### src/hdl/usrh_pkg.sv
// ----------------------------------------------------------------------------
// usrh_pkg
// shared types and codes for the usb standard request handler
// ----------------------------------------------------------------------------
package usrh_pkg;

  // response actions
  localparam logic [1:0] ACT_NONE   = 2'd0;
  localparam logic [1:0] ACT_STATUS = 2'd1;
  localparam logic [1:0] ACT_DATA   = 2'd2;
  localparam logic [1:0] ACT_STALL  = 2'd3;

  // class layer notifications
  localparam logic [1:0] CC_NONE   = 2'd0;
  localparam logic [1:0] CC_SETUP  = 2'd1;
  localparam logic [1:0] CC_INIT   = 2'd2;
  localparam logic [1:0] CC_DEINIT = 2'd3;

  // device states
  localparam logic [1:0] ST_DEFAULT    = 2'd0;
  localparam logic [1:0] ST_ADDRESSED  = 2'd1;
  localparam logic [1:0] ST_CONFIGURED = 2'd2;

  // recipients
  localparam logic [1:0] RCP_DEVICE    = 2'd0;
  localparam logic [1:0] RCP_INTERFACE = 2'd1;
  localparam logic [1:0] RCP_ENDPOINT  = 2'd2;
  localparam logic [1:0] RCP_OTHER     = 2'd3;

  // standard request codes
  localparam logic [7:0] REQ_GET_STATUS        = 8'd0;
  localparam logic [7:0] REQ_CLEAR_FEATURE     = 8'd1;
  localparam logic [7:0] REQ_SET_FEATURE       = 8'd3;
  localparam logic [7:0] REQ_SET_ADDRESS       = 8'd5;
  localparam logic [7:0] REQ_GET_DESCRIPTOR    = 8'd6;
  localparam logic [7:0] REQ_GET_CONFIGURATION = 8'd8;
  localparam logic [7:0] REQ_SET_CONFIGURATION = 8'd9;

  // descriptor types
  localparam logic [7:0] DT_DEVICE      = 8'd1;
  localparam logic [7:0] DT_CONFIG      = 8'd2;
  localparam logic [7:0] DT_STRING      = 8'd3;
  localparam logic [7:0] DT_QUALIFIER   = 8'd6;
  localparam logic [7:0] DT_OTHER_SPEED = 8'd7;
  localparam logic [7:0] STRING_LAST    = 8'h05;

  // descriptor selector codes
  localparam logic [3:0] SEL_NONE        = 4'd0;
  localparam logic [3:0] SEL_DEVICE      = 4'd1;
  localparam logic [3:0] SEL_CONFIG      = 4'd2;
  localparam logic [3:0] SEL_QUALIFIER   = 4'd3;
  localparam logic [3:0] SEL_OTHER_SPEED = 4'd4;
  localparam logic [3:0] SEL_STRING0     = 4'd5;

  // feature selectors
  localparam logic [15:0] FEAT_EP_HALT       = 16'd0;
  localparam logic [15:0] FEAT_REMOTE_WAKEUP = 16'd1;

  // device limits
  localparam logic [7:0] MAX_INTERFACES    = 8'd1;
  localparam logic [7:0] MAX_CONFIGURATION = 8'd1;

  // one decoded setup word
  typedef struct packed {
    logic [1:0]  mode;
    logic [7:0]  request_code;
    logic [15:0] value_word;
    logic [15:0] index_word;
    logic [15:0] length_word;
    logic        class_refuses_config;
  } setup_t;

  // device state held between words
  typedef struct packed {
    logic [1:0] state;
    logic [6:0] address;
    logic [7:0] config_num;
    logic       remote_wakeup;
  } dev_t;

  // reply fields
  typedef struct packed {
    logic [1:0]  action;
    logic [1:0]  class_call;
    logic [3:0]  select;
    logic [15:0] length;
    logic [15:0] value;
    logic        addr_upd;
  } reply_t;

endpackage

### src/hdl/usrh_decode.sv
// ----------------------------------------------------------------------------
// usrh_decode
// single-pass decode of one setup word against the current device state
// ----------------------------------------------------------------------------
module usrh_decode #(
  parameter int ENDPOINTS = 16
) (
  input  usrh_pkg::setup_t     setup,
  input  usrh_pkg::dev_t       dev,
  input  logic                 class_present,
  input  logic [ENDPOINTS-1:0] halt_out,
  input  logic [ENDPOINTS-1:0] halt_in,
  output usrh_pkg::reply_t     reply,
  output usrh_pkg::dev_t       dev_next,
  output logic [ENDPOINTS-1:0] halt_out_next,
  output logic [ENDPOINTS-1:0] halt_in_next
);
  import usrh_pkg::*;

  logic [7:0] desc_type;
  logic [7:0] desc_idx;
  logic [3:0] sel;
  logic       needs_class;
  logic [1:0] fwd;
  logic [3:0] ep_num;
  logic       ep_in;
  logic       ep_halted;
  logic       ep_set;
  logic       ep_clr;
  logic [7:0] cfg_req;

  assign desc_type = setup.value_word[15:8];
  assign desc_idx  = setup.value_word[7:0];
  assign cfg_req   = setup.value_word[7:0];
  assign fwd       = class_present ? CC_SETUP : CC_NONE;
  assign ep_num    = setup.index_word[3:0];
  assign ep_in     = setup.index_word[7];

  // descriptor selector
  always_comb begin
    sel         = SEL_NONE;
    needs_class = 1'b0;
    priority if (desc_type == DT_DEVICE) begin
      sel = SEL_DEVICE;
    end else if (desc_type == DT_CONFIG) begin
      sel         = SEL_CONFIG;
      needs_class = 1'b1;
    end else if (desc_type == DT_QUALIFIER) begin
      sel         = SEL_QUALIFIER;
      needs_class = 1'b1;
    end else if (desc_type == DT_OTHER_SPEED) begin
      sel         = SEL_OTHER_SPEED;
      needs_class = 1'b1;
    end else if (desc_type == DT_STRING && desc_idx <= STRING_LAST) begin
      sel = SEL_STRING0 + desc_idx[3:0];
    end else begin
      sel = SEL_NONE;
    end
  end

  // halt bit lookup, endpoints past the limit read as clear
  always_comb begin
    ep_halted = 1'b0;
    for (int e = 0; e < ENDPOINTS; e++) begin
      if (ep_num == 4'(e)) begin
        ep_halted = ep_in ? halt_in[e] : halt_out[e];
      end
    end
  end

  // request dispatch
  always_comb begin
    reply    = '0;
    dev_next = dev;
    ep_set   = 1'b0;
    ep_clr   = 1'b0;
    unique case (setup.mode)
      RCP_DEVICE: begin
        unique case (setup.request_code)
          REQ_GET_DESCRIPTOR: begin
            if (sel == SEL_NONE || (needs_class && !class_present)) begin
              reply.action = ACT_STALL;
            end else if (setup.length_word != 16'd0) begin
              reply.action = ACT_DATA;
              reply.select = sel;
              reply.length = setup.length_word;
            end
          end
          REQ_SET_ADDRESS: begin
            if (setup.index_word == 16'd0 && setup.length_word == 16'd0 &&
                setup.value_word[15:7] == 9'd0) begin
              dev_next.address = setup.value_word[6:0];
              dev_next.state   = (setup.value_word != 16'd0) ? ST_ADDRESSED : ST_DEFAULT;
              reply.addr_upd   = 1'b1;
              reply.action     = ACT_STATUS;
            end else begin
              reply.action = ACT_STALL;
            end
          end
          REQ_SET_CONFIGURATION: begin
            if (cfg_req > MAX_CONFIGURATION) begin
              reply.action = ACT_STALL;
            end else begin
              dev_next.config_num = cfg_req;
              reply.action        = ACT_STATUS;
              if (cfg_req == 8'd0) begin
                dev_next.state = ST_ADDRESSED;
                if (class_present) reply.class_call = CC_DEINIT;
              end else begin
                dev_next.state = ST_CONFIGURED;
                if (class_present) begin
                  reply.class_call = CC_INIT;
                  if (setup.class_refuses_config) reply.action = ACT_STALL;
                end
              end
            end
          end
          REQ_GET_CONFIGURATION: begin
            if (setup.length_word != 16'd1) begin
              reply.action = ACT_STALL;
            end else begin
              reply.action = ACT_DATA;
              reply.length = 16'd1;
              reply.value  = {8'd0, dev.config_num};
            end
          end
          REQ_GET_STATUS: begin
            if (setup.length_word != 16'd2) begin
              reply.action = ACT_STALL;
            end else begin
              reply.action = ACT_DATA;
              reply.length = 16'd2;
              reply.value  = {14'd0, dev.remote_wakeup, 1'b0};
            end
          end
          REQ_SET_FEATURE: begin
            if (setup.value_word == FEAT_REMOTE_WAKEUP) begin
              dev_next.remote_wakeup = 1'b1;
              reply.class_call       = fwd;
              reply.action           = ACT_STATUS;
            end
          end
          REQ_CLEAR_FEATURE: begin
            if (setup.value_word == FEAT_REMOTE_WAKEUP) begin
              dev_next.remote_wakeup = 1'b0;
              reply.class_call       = fwd;
              reply.action           = ACT_STATUS;
            end else begin
              reply.action = ACT_STALL;
            end
          end
          default: begin
            reply.action = ACT_STALL;
          end
        endcase
      end
      RCP_INTERFACE: begin
        if (dev.state == ST_CONFIGURED && setup.index_word[7:0] < MAX_INTERFACES) begin
          reply.class_call = fwd;
          if (setup.length_word == 16'd0) reply.action = ACT_STATUS;
        end else begin
          reply.action = ACT_STALL;
        end
      end
      RCP_ENDPOINT: begin
        unique case (setup.request_code)
          REQ_GET_STATUS: begin
            reply.action = ACT_DATA;
            reply.length = 16'd2;
            reply.value  = {15'd0, ep_halted};
          end
          REQ_CLEAR_FEATURE: begin
            if (setup.value_word == FEAT_EP_HALT) begin
              ep_clr           = 1'b1;
              reply.class_call = fwd;
              reply.action     = ACT_STATUS;
            end
          end
          REQ_SET_FEATURE: begin
            if (setup.value_word == FEAT_EP_HALT) begin
              ep_set       = 1'b1;
              reply.action = ACT_STATUS;
            end
          end
          default: begin
            reply.action = ACT_NONE;
          end
        endcase
      end
      RCP_OTHER: begin
        reply.action = ACT_STALL;
      end
    endcase
  end

  // halt bit update per endpoint lane
  always_comb begin
    halt_out_next = halt_out;
    halt_in_next  = halt_in;
    for (int e = 0; e < ENDPOINTS; e++) begin
      if (ep_num == 4'(e) && (ep_set || ep_clr)) begin
        if (ep_in) halt_in_next[e] = ep_set;
        else       halt_out_next[e] = ep_set;
      end
    end
  end

endmodule

### src/hdl/usb_standard_request_handler_top.sv
// ----------------------------------------------------------------------------
// usb_standard_request_handler_top
// chapter 9 standard request handler: one decoded setup word in, one reply out
// ----------------------------------------------------------------------------
//  channel  dir  handshake             payload
//  setup    in   in_valid / in_stall   mode, request_code, value/index/length, refuse
//  reply    out  out_valid / out_stall action, class_call, descriptor_select, ...
//  config   in   cfg_write             cfg_data (class_present)
//
//  a word is registered on entry and decoded into the reply register when the
//  reply stage advances; one word per cycle is sustained while the reply is
//  not stalled. the device state updates in the same cycle as the reply.
//  synchronous reset clears device state, halt bits and both valid flags,
//  and sets class_present. a stalled reply holds the input stage; a new word
//  is still taken while the input register is empty.
// ----------------------------------------------------------------------------
module usb_standard_request_handler_top #(
  parameter int ENDPOINTS = 16
) (
  input  logic        clk,
  input  logic        rst,
  input  logic        cfg_write,
  input  logic        cfg_data,
  input  logic        in_valid,
  output logic        in_stall,
  input  logic [1:0]  mode,
  input  logic [7:0]  request_code,
  input  logic [15:0] value_word,
  input  logic [15:0] index_word,
  input  logic [15:0] length_word,
  input  logic        class_refuses_config,
  output logic        out_valid,
  input  logic        out_stall,
  output logic [1:0]  action,
  output logic [1:0]  class_call,
  output logic [3:0]  descriptor_select,
  output logic [15:0] data_length,
  output logic [15:0] data_value,
  output logic        address_update,
  output logic [6:0]  device_address,
  output logic [1:0]  device_state_out
);
  import usrh_pkg::*;

  logic                 class_present;
  logic                 in_full;
  setup_t               setup;
  dev_t                 dev;
  dev_t                 dev_next;
  logic [ENDPOINTS-1:0] halt_out;
  logic [ENDPOINTS-1:0] halt_in;
  logic [ENDPOINTS-1:0] halt_out_next;
  logic [ENDPOINTS-1:0] halt_in_next;
  reply_t               reply_next;
  reply_t               reply;
  logic [6:0]           addr_q;
  logic [1:0]           state_q;
  logic                 adv;
  logic                 in_take;

  // handshake
  assign adv      = in_full && (!out_valid || !out_stall);
  assign in_stall = in_full && !adv;
  assign in_take  = in_valid && !in_stall;

  // configuration register
  always_ff @(posedge clk) begin
    if (rst) begin
      class_present <= 1'b1;
    end else if (cfg_write) begin
      class_present <= cfg_data;
    end
  end

  // input register
  always_ff @(posedge clk) begin
    if (rst) begin
      in_full <= 1'b0;
    end else if (in_take) begin
      in_full <= 1'b1;
    end else if (adv) begin
      in_full <= 1'b0;
    end
  end

  always_ff @(posedge clk) begin
    if (in_take) begin
      setup <= '{mode, request_code, value_word, index_word, length_word,
                 class_refuses_config};
    end
  end

  usrh_decode #(
    .ENDPOINTS(ENDPOINTS)
  ) u_decode (
    .setup         (setup),
    .dev           (dev),
    .class_present (class_present),
    .halt_out      (halt_out),
    .halt_in       (halt_in),
    .reply         (reply_next),
    .dev_next      (dev_next),
    .halt_out_next (halt_out_next),
    .halt_in_next  (halt_in_next)
  );

  // device state and halt bits
  always_ff @(posedge clk) begin
    if (rst) begin
      dev      <= '{ST_DEFAULT, 7'd0, 8'd0, 1'b0};
      halt_out <= '0;
      halt_in  <= '0;
    end else if (adv) begin
      dev      <= dev_next;
      halt_out <= halt_out_next;
      halt_in  <= halt_in_next;
    end
  end

  // reply register
  always_ff @(posedge clk) begin
    if (rst) begin
      out_valid <= 1'b0;
    end else if (adv) begin
      out_valid <= 1'b1;
    end else if (!out_stall) begin
      out_valid <= 1'b0;
    end
  end

  always_ff @(posedge clk) begin
    if (adv) begin
      reply   <= reply_next;
      addr_q  <= dev_next.address;
      state_q <= dev_next.state;
    end
  end

  assign action            = reply.action;
  assign class_call        = reply.class_call;
  assign descriptor_select = reply.select;
  assign data_length       = reply.length;
  assign data_value        = reply.value;
  assign address_update    = reply.addr_upd;
  assign device_address    = addr_q;
  assign device_state_out  = state_q;

  // device state only moves with a decoded word
  a_state_hold: assert property (@(posedge clk) disable iff (rst)
    (!$past(rst) && !$past(adv)) |-> $stable(dev))
    else $error("device state changed without a word");

  // never an undefined device state
  a_state_code: assert property (@(posedge clk) disable iff (rst)
    dev.state != 2'd3)
    else $error("device state code out of range");

  // an address update is always acknowledged by status
  a_addr_status: assert property (@(posedge clk) disable iff (rst)
    (out_valid && address_update) |-> (action == ACT_STATUS))
    else $error("address update without status");

  // a selected descriptor goes out as data
  a_desc_data: assert property (@(posedge clk) disable iff (rst)
    (out_valid && descriptor_select != SEL_NONE) |-> (action == ACT_DATA))
    else $error("descriptor selected without data action");

  // init call only lands in the configured state
  a_init_cfg: assert property (@(posedge clk) disable iff (rst)
    (out_valid && class_call == CC_INIT) |-> (device_state_out == ST_CONFIGURED))
    else $error("class init outside configured state");

endmodule

### config.mk
export PLATFORM = sky130hd
export DESIGN_NAME = usb_standard_request_handler_top
export DESIGN_NICKNAME = d
export VERILOG_FILES = /design/src/hdl/usrh_pkg.sv /design/src/hdl/usrh_decode.sv /design/src/hdl/usb_standard_request_handler_top.sv
export SDC_FILE = /design/constraint.sdc
export NUM_CORES = 1
export LEC_CHECK = 0
export ABC_AREA = 0
export BUFFER_PORTS_ARGS = -buffer_cell sky130_fd_sc_hd__buf_2
export CAP_MARGIN = 20
export CORE_MARGIN = 5
export CORE_UTILIZATION = 60
export CTS_CLUSTER_SIZE = 8
export DETAILED_ROUTE_END_ITERATION = 10
export GPL_ROUTABILITY_DRIVEN = 0
export GPL_TIMING_DRIVEN = 0
export PLACE_DENSITY = 0.81
export SLEW_MARGIN = 20
export SYNTH_ARGS = -nofsm -noshare
export SYNTH_HDL_FRONTEND = slang
export SYNTH_SLANG_ARGS = --single-unit
### constraint.sdc
create_clock -name clk -period 8.2 [get_ports clk]
set_input_delay 1.23 -clock clk [delete_from_list [all_inputs] [get_ports clk]]
set_output_delay 1.23 -clock clk [all_outputs]
set_load 0.01 [all_outputs]
### After elaboration in Yosys (flattened, before gate mapping)

Index checks and enable logic that the tools add are counted.

* register bits after elaboration: 162
* input port bits: 65
* output and inout port bits: 52
* logic and storage cells: 277

* add/sub/neg operators: 1
* $lt $le $gt $ge: 3
* eq/ne operators: 36
* multiplexer cells: 98
* bitwise logic cells: 5
* reductions and logical operators: 81

Operators by type and width (number)
* 3-bit AND reduction: 32
* 32-bit one-hot mux with 2 select lines: 1
* 1-bit 2-to-1 mux: 54
* 18-bit 2-to-1 mux: 3
* 16-bit zero test: 3
* 16-bit one-hot mux with 3 select lines: 1
* 4-bit equality test, second input constant: 8
* 8-bit by 3-bit equality test with 1-bit output, second input constant: 4
* 16-bit 2-to-1 mux: 2
* 2-bit 2-to-1 mux: 16
* 16-bit one-hot mux with 2 select lines: 1
* 16-bit nonzero test: 2
* 8-bit by 2-bit equality test with 1-bit output, second input constant: 3
* 1-bit logical AND: 24
* 4-bit 2-to-1 mux: 6
* 2-bit one-hot mux with 3 select lines: 3
* 17-bit 2-to-1 mux: 1
* 16-bit by 1-bit equality test with 1-bit output, second input constant: 1
* 4-bit by 3-bit equality test with 1-bit output, second input constant: 4
* 8-bit by 1-bit equality test with 1-bit output, second input constant: 2
* 8-bit by 4-bit equality test with 1-bit output, second input constant: 2
* 8-bit zero test: 2
* 8-bit 2-to-1 mux: 2
* 16-bit by 1-bit != test with 1-bit output, second input constant: 1
* 28 further kinds: 46

### Longest topological paths before layout

Gate-level depths: netlist (run 1).

* depth in word-level cells: 19
* mapped depth: 9
* mapped depth without buffers: 8

### Cells and area by module

From an unflattened synthesis (run 1), not the netlist that was laid out.

* cells, all modules: 669
* area total of the unflattened synthesis: 7988.9 um^2

Modules (own cells, without submodules)
* usb_standard_request_handler_top: instances 1, cells an instance 339, area an instance 5672.9 um^2, seq. area each 4334.2 um^2
* usrh_decode: instances 1, cells an instance 330, area an instance 2316.0 um^2, seq. area each 0.0 um^2

### Least setup slack after synthesis (run 1)

Ideal clock, no wire load.

* path type: input-to-reg
* start: in out_stall
* end: reg setup[0] (netlist name)
* setup time: 0.483 ns
* data arrival time: 4.099 ns
* required time: 7.717 ns
* setup slack: 3.619 ns
* cell stages on the path: 2
* buffers on the path: 0
* cells stage by stage: and3_1 -> nor2b_1

* word-level cells in the longest chain between the ends: 7

RTL lines
* start, declared: line usb_standard_request_handler_top.sv:33 `input logic out_stall,`
* 1-bit zero test
* 1-bit logical OR: line usb_standard_request_handler_top.sv:62 `assign adv = in_full && (!out_valid || !out_stall);`
* 1-bit logical AND: line usb_standard_request_handler_top.sv:62
* 1-bit zero test: line usb_standard_request_handler_top.sv:63 `assign in_stall = in_full && !adv;`
* 1-bit logical AND: line usb_standard_request_handler_top.sv:63
* 1-bit zero test: line usb_standard_request_handler_top.sv:64 `assign in_take = in_valid && !in_stall;`
* 1-bit logical AND: line usb_standard_request_handler_top.sv:64
* via in_take: line usb_standard_request_handler_top.sv:59 `logic in_take;`

The timed path passes the listed nets, and every way through them passes these cells.
A chain may end at the register's enable or synchronous reset.

### Final worst setup path (run 1)

* start: in out_stall
* end: reg halt_in[3]

* word-level cells in the longest chain between the ends: 4

RTL lines
* 1-bit zero test
* 1-bit logical OR: line usb_standard_request_handler_top.sv:62
* 1-bit logical AND: line usb_standard_request_handler_top.sv:62
* via adv: line usb_standard_request_handler_top.sv:58 `logic adv;`
* 3-bit AND reduction (no line)
* end signal, assigned: line usb_standard_request_handler_top.sv:116 `halt_in <= halt_in_next;`
* end, declared: line usb_standard_request_handler_top.sv:51 `logic [ENDPOINTS-1:0] halt_in;`

The timed path passes the listed nets, and every way through them passes these cells.

==> reports/results.txt, run 1 <==
I/O pin count: 117
HPWL Detailed: 11.0 mm
Maximum clock insertion buffer count: 2
Effective utilization at floorplan: 0.614
Highest clock rate: 0.320 GHz
Fin crit period: 3.12 ns
DRC errors left: 0
Combinational family with the most area after synthesis: simple AND/OR/NAND/NOR gates
Share of post-route cells with drive strength above 1: 0.252
Power per cell area: 216 nW/um^2
CTS Buf Count: 17
Number of I/O port buffers: 108
Final worst clock skew: 0.00637 ns
Global routing usage summed across all routing layers: 0.244
Share of total power in combinational logic: 0.060
Largest fanout on the critical path: 36
Relative contribution of the clock network to total power: 0.438
Critical path startpoint category: input pin
Fraction of the mapped netlist area in adder cells: 0.00752
Sum Neg Setup Slack: 0 ns
Leakage power: 2.99 nW
Relative contribution of sequential cells to total power: 0.502
Most frequently used flop master after synthesis: sky130_fd_sc_hd__edfxtp_1
Hold Buf Count CTS: 0
Total number of vias: 5200
Simple logic cell fraction of the synthesized area: 0.196
Reg-to-reg slack, setup: 5.38 ns
Crit path capture type: flip-flop
CORE AREA: 10800 um^2
Wire length of the first global-routing pass: 24.7 mm
Layout-stage area growth over the synthesis result: 20.9%
Mux cell area share after synthesis: 0.0492
Result of the run: completed
Count of flip-flops with a built-in enable after synthesis: 101
Worst r2r path cells: 9
Detail Route Antenna Nets: 0
Postcts setup bufs: 0
Number of max-cap violations: 0
Placed instance count: 831
Clock Pin Slew Worst Setup and Hold Paths: 0.06 ns
Iteration-0 DRC count of the detailed router: 525
Die span in y: 115 um
Hold endpoint: dev[6]$_SDFFE_PP0P_
Number of failing setup endpoints in the final timing report: 0
Hold Path Cell Cnt: 1
Hold wc startpoint: dev[6]$_SDFFE_PP0P_
Least-Margin Pin Slew: 0.693 ns
Cell internal pwr: 1.36 mW
Seq cells post-synth: 154
Main area contributors after synthesis: sky130_fd_sc_hd__edfxtp_1 46%, sky130_fd_sc_hd__dfxtp_1 16%, sky130_fd_sc_hd__a21oi_1 3.4%
Sequential-to-total area share from yosys stat: 0.615
Antenna violations before repair: 0
Required time reported for the critical path endpoint: 8.65 ns
Path type of the worst min-delay path: reg2reg
Path type of the worst setup path: in2reg
Relative slew margins: 0.535
Setup repair after global routing missed its margin: false
Number of endpoints with negative hold slack in the final report: 0
Switching power of the nets: 0.380 mW
Distinct cell type count of the synthesized netlist: 63
Die span in x: 115 um
Area share of the largest cell type after synthesis: 0.456
Largest voltage drop on the vdd net: 0.000195 V
Final wirelength: 15.7 mm
Clock latency on the worst-skew pair: 0.53 ns
GR Overflow Total: 0
Via count of the first global-routing pass: 5040
Number of nets in the layout: 779
Average routed wire per standard cell: 18.2 um
DRT Pass-1 Iters: 5
Capture instance of the worst register-to-register path: data_length[4]$_DFFE_PP_
Post-route non-filler standard cell count: 863
Share of the synthesized netlist area taken by xor and xnor gates: 0.00263
Fraction of power spent switching nets: 0.218
Number of max-slew violations in the final report: 0
Period utilization: 0.381
Asr flop ratio synth: 0
Maximum number of pins on one net before global-route repair: 37
CTS H-Tree Depth: 4
Synthesized area divided by synthesized cell count: 11.6 um^2
Leading area contributor after synthesis: sky130_fd_sc_hd__edfxtp_1
Number of standard cells after synthesis: 573
CTS Root Cell: sky130_fd_sc_hd__clkbuf_8
Signal arrival time at the worst endpoint: 3.57 ns
Per-cell via count in the routed design: 6.03
Clock tree from TritonCTS: yes
Sinks on Clock Net: 154
Number of diodes: 0
DIE AREA: 13300 um^2
Reg2Reg Launch Point: setup[33]$_DFFE_PP_
Total chip power: 1.74 mW
CTS-repair resized insts: 0
Count of standard-cell rows: 38
Compound-cell area share of the yosys netlist: 0.101
Warnings from Yosys: 0
Synthesized cell area: 6660 um^2
[logic make-up after synthesis]
kind of cell | Yosys count
compound gates | 117
xor+xnor | 2
fa+ha+maj | 4
buf+inv | 41
flops | 154
mux | 29
other cells | 1
simple gates | 225
[power groups by stage]
| stage | clock network, mW | logic [mW] | registers (mW) |
|---|---|---|---|
| 2_1_floorplan | 0 | 0.0489 | 0.893 |
| 3_3_place_gp | 0 | 0.0944 | 0.891 |
| 3_5_place_dp | 0 | 0.101 | 0.890 |
| 4_1_cts | 0.773 | 0.102 | 0.874 |
| 5_1_grt | 0.803 | 0.112 | 0.878 |
| 6_report | 0.764 | 0.104 | 0.875 |
[through the flow]
stage | worst slack, ns | cell area, um^2 | hold slack, ns | util
after floorplan | 3.62 | 6680 | 0.421 | -
after global placement | 2.72 | 7400 | 0.433 | 0.683
after detailed placement | 4.68 | 7470 | 0.436 | 0.690
final | 5.08 | 8050 | 0.450 | 0.743
after CTS | 5.22 | 8050 | 0.456 | 0.743
after global routing | 5.06 | 8050 | 0.478 | 0.743
[cell type report]
class	count	area (um^2)
Fill cell	722	2790
Timing Repair Buffer	111	608
Multi-Input combinational cell	385	2400
Clock buffer	22	433
Tap cell	140	175
Buffer	34	166
Inverter	7	26.3
Clock inverter	10	144
Sequential cell	154	4090
[how the worst max path moves through the flow]
stage,start,to,slack [ns],depth (start not counted)
global placement,out_stall,setup[3]$_DFFE_PP_,2.72,3
global route,out_stall,halt_in[11]$_SDFFE_PP0P_,5.06,10
CTS,out_stall,in_stall,5.22,3
floorplan,out_stall,setup[0]$_DFFE_PP_,3.62,2
detailed placement,out_stall,halt_in[3]$_SDFFE_PP0P_,4.68,10
finish,out_stall,halt_in[3]$_SDFFE_PP0P_,5.08,10
[worst max-delay path, cell delays in order]
cell and delay (ns):
sky130_fd_sc_hd__buf_2 0.12, sky130_fd_sc_hd__a21bo_2 0.26, sky130_fd_sc_hd__inv_2 0.22, sky130_fd_sc_hd__buf_12 0.26
sky130_fd_sc_hd__nand4b_1 0.14, sky130_fd_sc_hd__nor4_1 0.45, sky130_fd_sc_hd__buf_2 0.33, sky130_fd_sc_hd__nor2b_1 0.26
sky130_fd_sc_hd__nand3_1 0.11, sky130_fd_sc_hd__a21oi_1 0.18
[Yosys cell counts, types with 3 or more instances]
cell	count
sky130_fd_sc_hd__a21boi_0	3
sky130_fd_sc_hd__a21oi_1	45
sky130_fd_sc_hd__and2_1	33
sky130_fd_sc_hd__and3b_1	4
sky130_fd_sc_hd__buf_2	5
sky130_fd_sc_hd__buf_4	8
sky130_fd_sc_hd__clkbuf_1	18
sky130_fd_sc_hd__dfxtp_1	53
sky130_fd_sc_hd__edfxtp_1	101
sky130_fd_sc_hd__ha_1	4
sky130_fd_sc_hd__inv_1	7
sky130_fd_sc_hd__mux2_2	10
sky130_fd_sc_hd__mux2i_1	17
sky130_fd_sc_hd__nand2_1	28
sky130_fd_sc_hd__nand2b_1	6
sky130_fd_sc_hd__nand3_1	40
sky130_fd_sc_hd__nand4_1	3
sky130_fd_sc_hd__nand4b_1	5
sky130_fd_sc_hd__nor2_1	41
sky130_fd_sc_hd__nor2b_1	11
sky130_fd_sc_hd__nor3_1	11
sky130_fd_sc_hd__nor3b_1	3
sky130_fd_sc_hd__nor4_1	8
sky130_fd_sc_hd__nor4_4	3
sky130_fd_sc_hd__o211ai_1	3
sky130_fd_sc_hd__o21ai_0	41
sky130_fd_sc_hd__o22ai_1	5
sky130_fd_sc_hd__or2_2	3
sky130_fd_sc_hd__or3_1	5
sky130_fd_sc_hd__or4_1	4
[registers in the layout (all words and copies together) (netlist names)]
| register | flops |
|---|---|
| action | 2 |
| data_value | 8 |
| address_update | 1 |
| class_call | 2 |
| device_state_out | 2 |
| setup | 59 |
| class_present | 1 |
| in_full | 1 |
| data_length | 16 |
| device_address | 7 |
| dev | 18 |
| halt_in | 16 |
| descriptor_select | 4 |
| halt_out | 16 |
| out_valid | 1 |
[layer usage]
| metal | global-route usage | share of wire | vias to the layer above |
|---|---|---|---|
| li1 | - | - | 2399 |
| met4 | 0.0939 | 0.024 | 0 |
| met5 | 0 | 0 | - |
| met1 | 0.309 | 0.39 | 2417 |
| met3 | 0.0684 | 0.11 | 43 |
| met2 | 0.402 | 0.48 | 341 |
[cells in the final DEF (no fill, tap or decap), types with 8 or more instances in the layout]
master,synthesis,layout
sky130_fd_sc_hd__buf_2,5,113
sky130_fd_sc_hd__edfxtp_1,101,101
sky130_fd_sc_hd__dfxtp_1,53,53
sky130_fd_sc_hd__a21oi_1,45,45
sky130_fd_sc_hd__nor2_1,41,41
sky130_fd_sc_hd__o21ai_0,41,41
sky130_fd_sc_hd__nand3_1,40,40
sky130_fd_sc_hd__and2_1,33,33
sky130_fd_sc_hd__nand2_1,28,28
sky130_fd_sc_hd__clkbuf_1,18,23
sky130_fd_sc_hd__mux2i_1,17,17
sky130_fd_sc_hd__clkbuf_16,0,16
sky130_fd_sc_hd__nor3_1,11,11
sky130_fd_sc_hd__mux2_2,10,10
sky130_fd_sc_hd__nor2b_1,11,10
sky130_fd_sc_hd__nor4_1,8,8
sky130_fd_sc_hd__buf_4,8,8
sky130_fd_sc_hd__conb_1,1,8
Power figures use the tool's default switching activity.
==> inputs of run 2 (changes only) <==
- CORE_UTILIZATION: 60 -> 56
- PLACE_DENSITY: 0.81 -> 0.76
- clock period: 8.2 -> 3 ns (I/O delays scaled with it)
==> reports/results.txt, run 2 (synthesis results as in run 1) <==
Most common cell after layout, fill and taps aside: sky130_fd_sc_hd__buf_2
Critical Path Sink: data_length[14]$_DFFE_PP_
Largest voltage drop on the vdd net: 0.000625 V
Postcts setup bufs: 0
Total chip power: 5.03 mW
Required time reported for the critical path endpoint: 3.17 ns
Number of max-slew violations in the final report: 0
Clock Pin Slew Worst Setup and Hold Paths: 0.06 ns
CORE AREA: 11500 um^2
Least-Margin Pin Slew: 0.748 ns
Number of nets in the layout: 779
Worst r2r path cells: 9
# fillers: 814
Final worst clock skew: 0.00650 ns
Path type of the worst min-delay path: in2reg
DRC errors left: 0
Effective utilization at floorplan: 0.578
Clock tree from TritonCTS: yes
Wire length of the first global-routing pass: 25.3 mm
Share of post-route cells with drive strength above 1: 0.257
DIE AREA: 14200 um^2
HPWL Detailed: 11.0 mm
Result of the run: completed
Power per cell area: 618 nW/um^2
Layout-stage area growth over the synthesis result: 22.3%
Number of endpoints with negative hold slack in the final report: 0
Signal arrival time at the worst endpoint: 2.95 ns
Capture instance of the worst register-to-register path: data_length[14]$_DFFE_PP_
Sinks on Clock Net: 154
Flip-flop count of the largest register after layout: 59
GR Overflow Total: 0
Worst Setup SP: setup[33]$_DFFE_PP_
Die span in y: 119 um
Largest fanout on the critical path: 10
CTS H-Tree Depth: 4
Leakage power: 3.04 nW
DRT Pass-1 Iters: 5
Fin crit period: 2.78 ns
Die span in x: 119 um
Via count of the first global-routing pass: 5054
Crit path capture type: flip-flop
Count of standard-cell rows: 39
Number of I/O port buffers: 108
Leading cell types in the layout, fill and taps excluded: 113 x sky130_fd_sc_hd__buf_2, 101 x sky130_fd_sc_hd__edfxtp_1, 53 x sky130_fd_sc_hd__dfxtp_1, 45 x sky130_fd_sc_hd__a21oi_1
Critical path startpoint category: flip-flop
Final wirelength: 15.4 mm
CTS Buf Count: 17
Maximum clock insertion buffer count: 2
Iteration-0 DRC count of the detailed router: 559
Setup repair after global routing missed its margin: false
I/O pin count: 117
Per-cell via count in the routed design: 5.93
Total non-filler cell area in the finished layout: 8140 um^2
Number of diodes: 0
Clock latency on the worst-skew pair: 0.42 ns
Period utilization: 0.926
Top register by number of flip-flops: setup
Reg-to-reg slack, setup: 0.22 ns
Number of max-cap violations: 0
Path type of the worst setup path: reg2reg
Area taken by flip-flops and latches: 4090 um^2
Highest clock rate: 0.360 GHz
Antenna violations before repair: 0
Relative slew margins: 0.494
Combined area of the multi-input logic cells: 2410 um^2
Number of failing setup endpoints in the final timing report: 0
Biggest registers after layout: setup (59), dev (18)
Maximum number of pins on one net before global-route repair: 37
Reg2Reg Launch Point: setup[33]$_DFFE_PP_
CTS Root Cell: sky130_fd_sc_hd__clkbuf_16
Global routing usage summed across all routing layers: 0.225
Total number of vias: 5136
Detail Route Antenna Nets: 0
Average routed wire per standard cell: 17.8 um
Placed instance area: 7480 um^2
-- run 2: cell types whose count changed in the layout (fill, tap and decap cells not counted), sizes merged --
cell | before | now
clkinv | 3 | 4
bufinv | 3 | 6
clkinvlp | 3 | 2
clkbuf | 42 | 39
-- run 2: where the power goes --
group,switching (mW),leakage [nW],internal (mW)
registers,0.0465,1.37,2.34
logic,0.173,1.35,0.110
clock network,0.808,0.315,1.55
total,1.03,3.04,4.01
-- run 2: worst max-delay path, cell delays in order, from the launching register on --
cell and delay, ns:
sky130_fd_sc_hd__edfxtp_1 0.49, sky130_fd_sc_hd__inv_1 0.14, sky130_fd_sc_hd__ha_1 0.23, sky130_fd_sc_hd__or3b_2 0.46, sky130_fd_sc_hd__nand4b_1 0.17, sky130_fd_sc_hd__o221ai_1 0.20
sky130_fd_sc_hd__a21oi_1 0.33, sky130_fd_sc_hd__nor3_2 0.15, sky130_fd_sc_hd__buf_2 0.19, sky130_fd_sc_hd__and2_1 0.17
-- run 2: repair_timing --
action | in CTS | in global routing
endpoints found under the setup margin | 0 | 5
endpoints found under the hold margin | 0 | 0
gates resized for setup | 0 | 2
hold buffers | 0 | 0
-- run 2: area by class of cell --
type / count / area share
repair buffers: 111 / 0.0747
clock inverters: 13 / 0.0273
flip-flops and latches: 154 / 0.503
clock buffers: 19 / 0.0532
multi-input cells: 385 / 0.297
plain buffers: 34 / 0.0204
well taps: 143 / 0.0220
inverters: 7 / 0.00323
-- run 2: worst min-delay path by stage --
stage / from / to / slack, ns / cells after the start
final: index_word[12] / setup[29]$_DFFE_PP_ / 0.21 / 1
after global routing: value_word[1] / setup[34]$_DFFE_PP_ / 0.19 / 1
after CTS: index_word[15] / setup[32]$_DFFE_PP_ / 0.19 / 1
after detailed placement: dev[8]$_SDFFE_PP0P_ / dev[8]$_SDFFE_PP0P_ / 0.44 / 1
after global placement: dev[7]$_SDFFE_PP0P_ / dev[7]$_SDFFE_PP0P_ / 0.43 / 1
after floorplan: dev[3]$_SDFFE_PP0P_ / dev[3]$_SDFFE_PP0P_ / 0.42 / 1
-- run 2: routing by layer --
layer / track usage / share of wire / vias to the layer above / wire, um
met1: 0.299 / 0.43 / 2415 / 6610
met2: 0.352 / 0.46 / 266 / 7070
met3: 0.0540 / 0.083 / 54 / 1290
met4: 0.104 / 0.030 / 0 / 457
met5: 0 / 0 / - / 0
li1: - / - / 2401 / -
-- run 2: through the flow --
step	hold WS, ns	setup TNS, ns	std cells	utilization	setup slack (ns)
5_1_grt	0.187	0	866	0.707	0.0819
4_1_cts	0.185	0	866	0.706	0.147
3_5_place_dp	0.439	0	834	0.649	0.150
6_report	0.206	0	866	0.707	0.221
2_1_floorplan	0.421	0	580	-	0.307
3_3_place_gp	0.434	-23.40	831	0.643	-0.590
==> inputs of run 3 (changes only) <==
- BUFFER_PORTS_ARGS: -buffer_cell sky130_fd_sc_hd__buf_2 -> -buffer_cell sky130_fd_sc_hd__buf_4
- MAX_ROUTING_LAYER: not set -> met4
==> reports/results.txt, run 3 (synthesis results as in run 1) <==
Clock Pin Slew Worst Setup and Hold Paths: 0.06 ns
Top register by number of flip-flops: setup
Flip-flop count of the largest register after layout: 59
Relative slew margins: 0.443
Total number of vias: 5104
DIE AREA: 14200 um^2
Maximum single-stage delay on the critical path: 0.51 ns
Fraction of power spent switching nets: 0.214
Final worst clock skew: 0.00941 ns
Number of endpoints with negative hold slack in the final report: 0
Per-cell via count in the routed design: 5.89
CTS Root Cell: sky130_fd_sc_hd__clkbuf_16
Clock tree from TritonCTS: yes
Cell internal pwr: 3.81 mW
Power per cell area: 581 nW/um^2
Die span in y: 119 um
I/O pin count: 117
CTS Buf Count: 17
Fin crit period: 2.89 ns
Leakage power: 3.11 nW
Path type of the worst min-delay path: in2reg
Global routing usage summed across all routing layers: 0.234
List of cells traversed by the critical path: nor4_1, nand4_1, nor4_4, nand3_1, mux2_2
Number of max-slew violations in the final report: 0
Relative contribution of the clock network to total power: 0.440
Least-Margin Pin Slew: 0.829 ns
Critical Path Slowest Stage Cell: sky130_fd_sc_hd__nor4_1
Most common cell after layout, fill and taps aside: sky130_fd_sc_hd__buf_4
Iteration-0 DRC count of the detailed router: 679
Largest voltage drop on the vdd net: 0.000451 V
Post-route non-filler standard cell count: 866
Antenna violations before repair: 0
DRT Pass-1 Iters: 6
Postcts setup bufs: 0
# fillers: 801
Placed instance count: 834
Number of max-cap violations: 0
Die span in x: 119 um
Crit path capture type: flip-flop
HPWL Detailed: 11.2 mm
Setup repair after global routing missed its margin: false
Wire length of the first global-routing pass: 25.4 mm
Layout-stage area growth over the synthesis result: 25.3%
Number of I/O port buffers: 108
CTS H-Tree Depth: 4
Highest clock rate: 0.346 GHz
Effective utilization at floorplan: 0.578
Via count of the first global-routing pass: 5102
Share of post-route cells with drive strength above 1: 0.253
Reg2Reg Launch Point: setup[8]$_DFFE_PP_
Switching power of the nets: 1.04 mW
Maximum number of pins on one net before global-route repair: 37
Leading cell types in the layout, fill and taps excluded: 116 x sky130_fd_sc_hd__buf_4, 101 x sky130_fd_sc_hd__edfxtp_1, 53 x sky130_fd_sc_hd__dfxtp_1, 45 x sky130_fd_sc_hd__a21oi_1
Critical path startpoint category: flip-flop
Result of the run: completed
Average routed wire per standard cell: 18.3 um
Hold Buf Count CTS: 0
Worst Setup SP: setup[8]$_DFFE_PP_
Signal arrival time at the worst endpoint: 3.06 ns
Share of total power in combinational logic: 0.067
DRC errors left: 0
Period utilization: 0.962
Path type of the worst setup path: reg2reg
Relative contribution of sequential cells to total power: 0.494
Sum Neg Setup Slack: 0 ns
CORE AREA: 11500 um^2
Buffering stage count on the worst path with inverters included: 0
Hold wc startpoint: value_word[5]
Clock latency on the worst-skew pair: 0.43 ns
Sinks on Clock Net: 154
Number of nets in the layout: 779
Number of failing setup endpoints in the final timing report: 0
CTS-repair resized insts: 0
Final core utilization: 0.724
Required time reported for the critical path endpoint: 3.17 ns
Maximum clock insertion buffer count: 2
Detail Route Antenna Nets: 0
Biggest registers after layout: setup (59), dev (18)
Final wirelength: 15.8 mm
Area taken by flip-flops and latches: 4090 um^2
Combined area of the multi-input logic cells: 2400 um^2
Number of diodes: 0
Cell class contributing the biggest share of worst-path delay: simple AND/OR/NAND/NOR gates
Count of standard-cell rows: 39
GR Overflow Total: 0
Largest fanout on the critical path: 10
## run 3: worst paths after layout
check / end / slack, ns / depth (start not counted)
max: device_address[2]$_DFFE_PP_ / 0.11 / 5
min: setup[38]$_DFFE_PP_ / 0.20 / 1
max reg2reg: device_address[2]$_DFFE_PP_ / 0.11 / 5
min reg2reg: dev[3]$_SDFFE_PP0P_ / 0.45 / 1
## run 3: layer usage
layer / global-route usage / part of all wire / vias up
met2: 0.348 / 0.46 / 280
met4: 0.101 / 0.025 / 0
met3: 0.0635 / 0.090 / 37
met5: - / 0 / -
met1: 0.304 / 0.42 / 2390
li1: - / - / 2397
## run 3: power groups by stage
stage                     clock network (mW)  logic [mW]  registers, mW
after global placement                     0       0.299           2.44
after global routing                    2.25       0.349           2.40
after CTS                               2.16       0.322           2.39
after floorplan                            0       0.134           2.44
final                                   2.13       0.324           2.39
after detailed placement                   0       0.319           2.44
## run 3: layout make-up
class,instances,share of cell area
Clock buffer,19,0.0531
Buffer,34,0.0200
Sequential cell,154,0.491
Inverter,7,0.00315
Timing Repair Buffer,111,0.105
Multi-Input combinational cell,385,0.288
Tap cell,143,0.0215
Clock inverter,13,0.0179
## run 3: stage by stage
step                worst slack [ns]  total power [mW]  area [um^2]  hold WS (ns)
detailed placement             0.175              2.75         7750         0.436
floorplan                      0.307              2.57         6690         0.421
finish                         0.113              4.85         8340         0.197
global route                  0.0247              5.00         8340         0.176
CTS                            0.112              4.87         8340         0.183
global placement              -0.568              2.74         7680         0.434
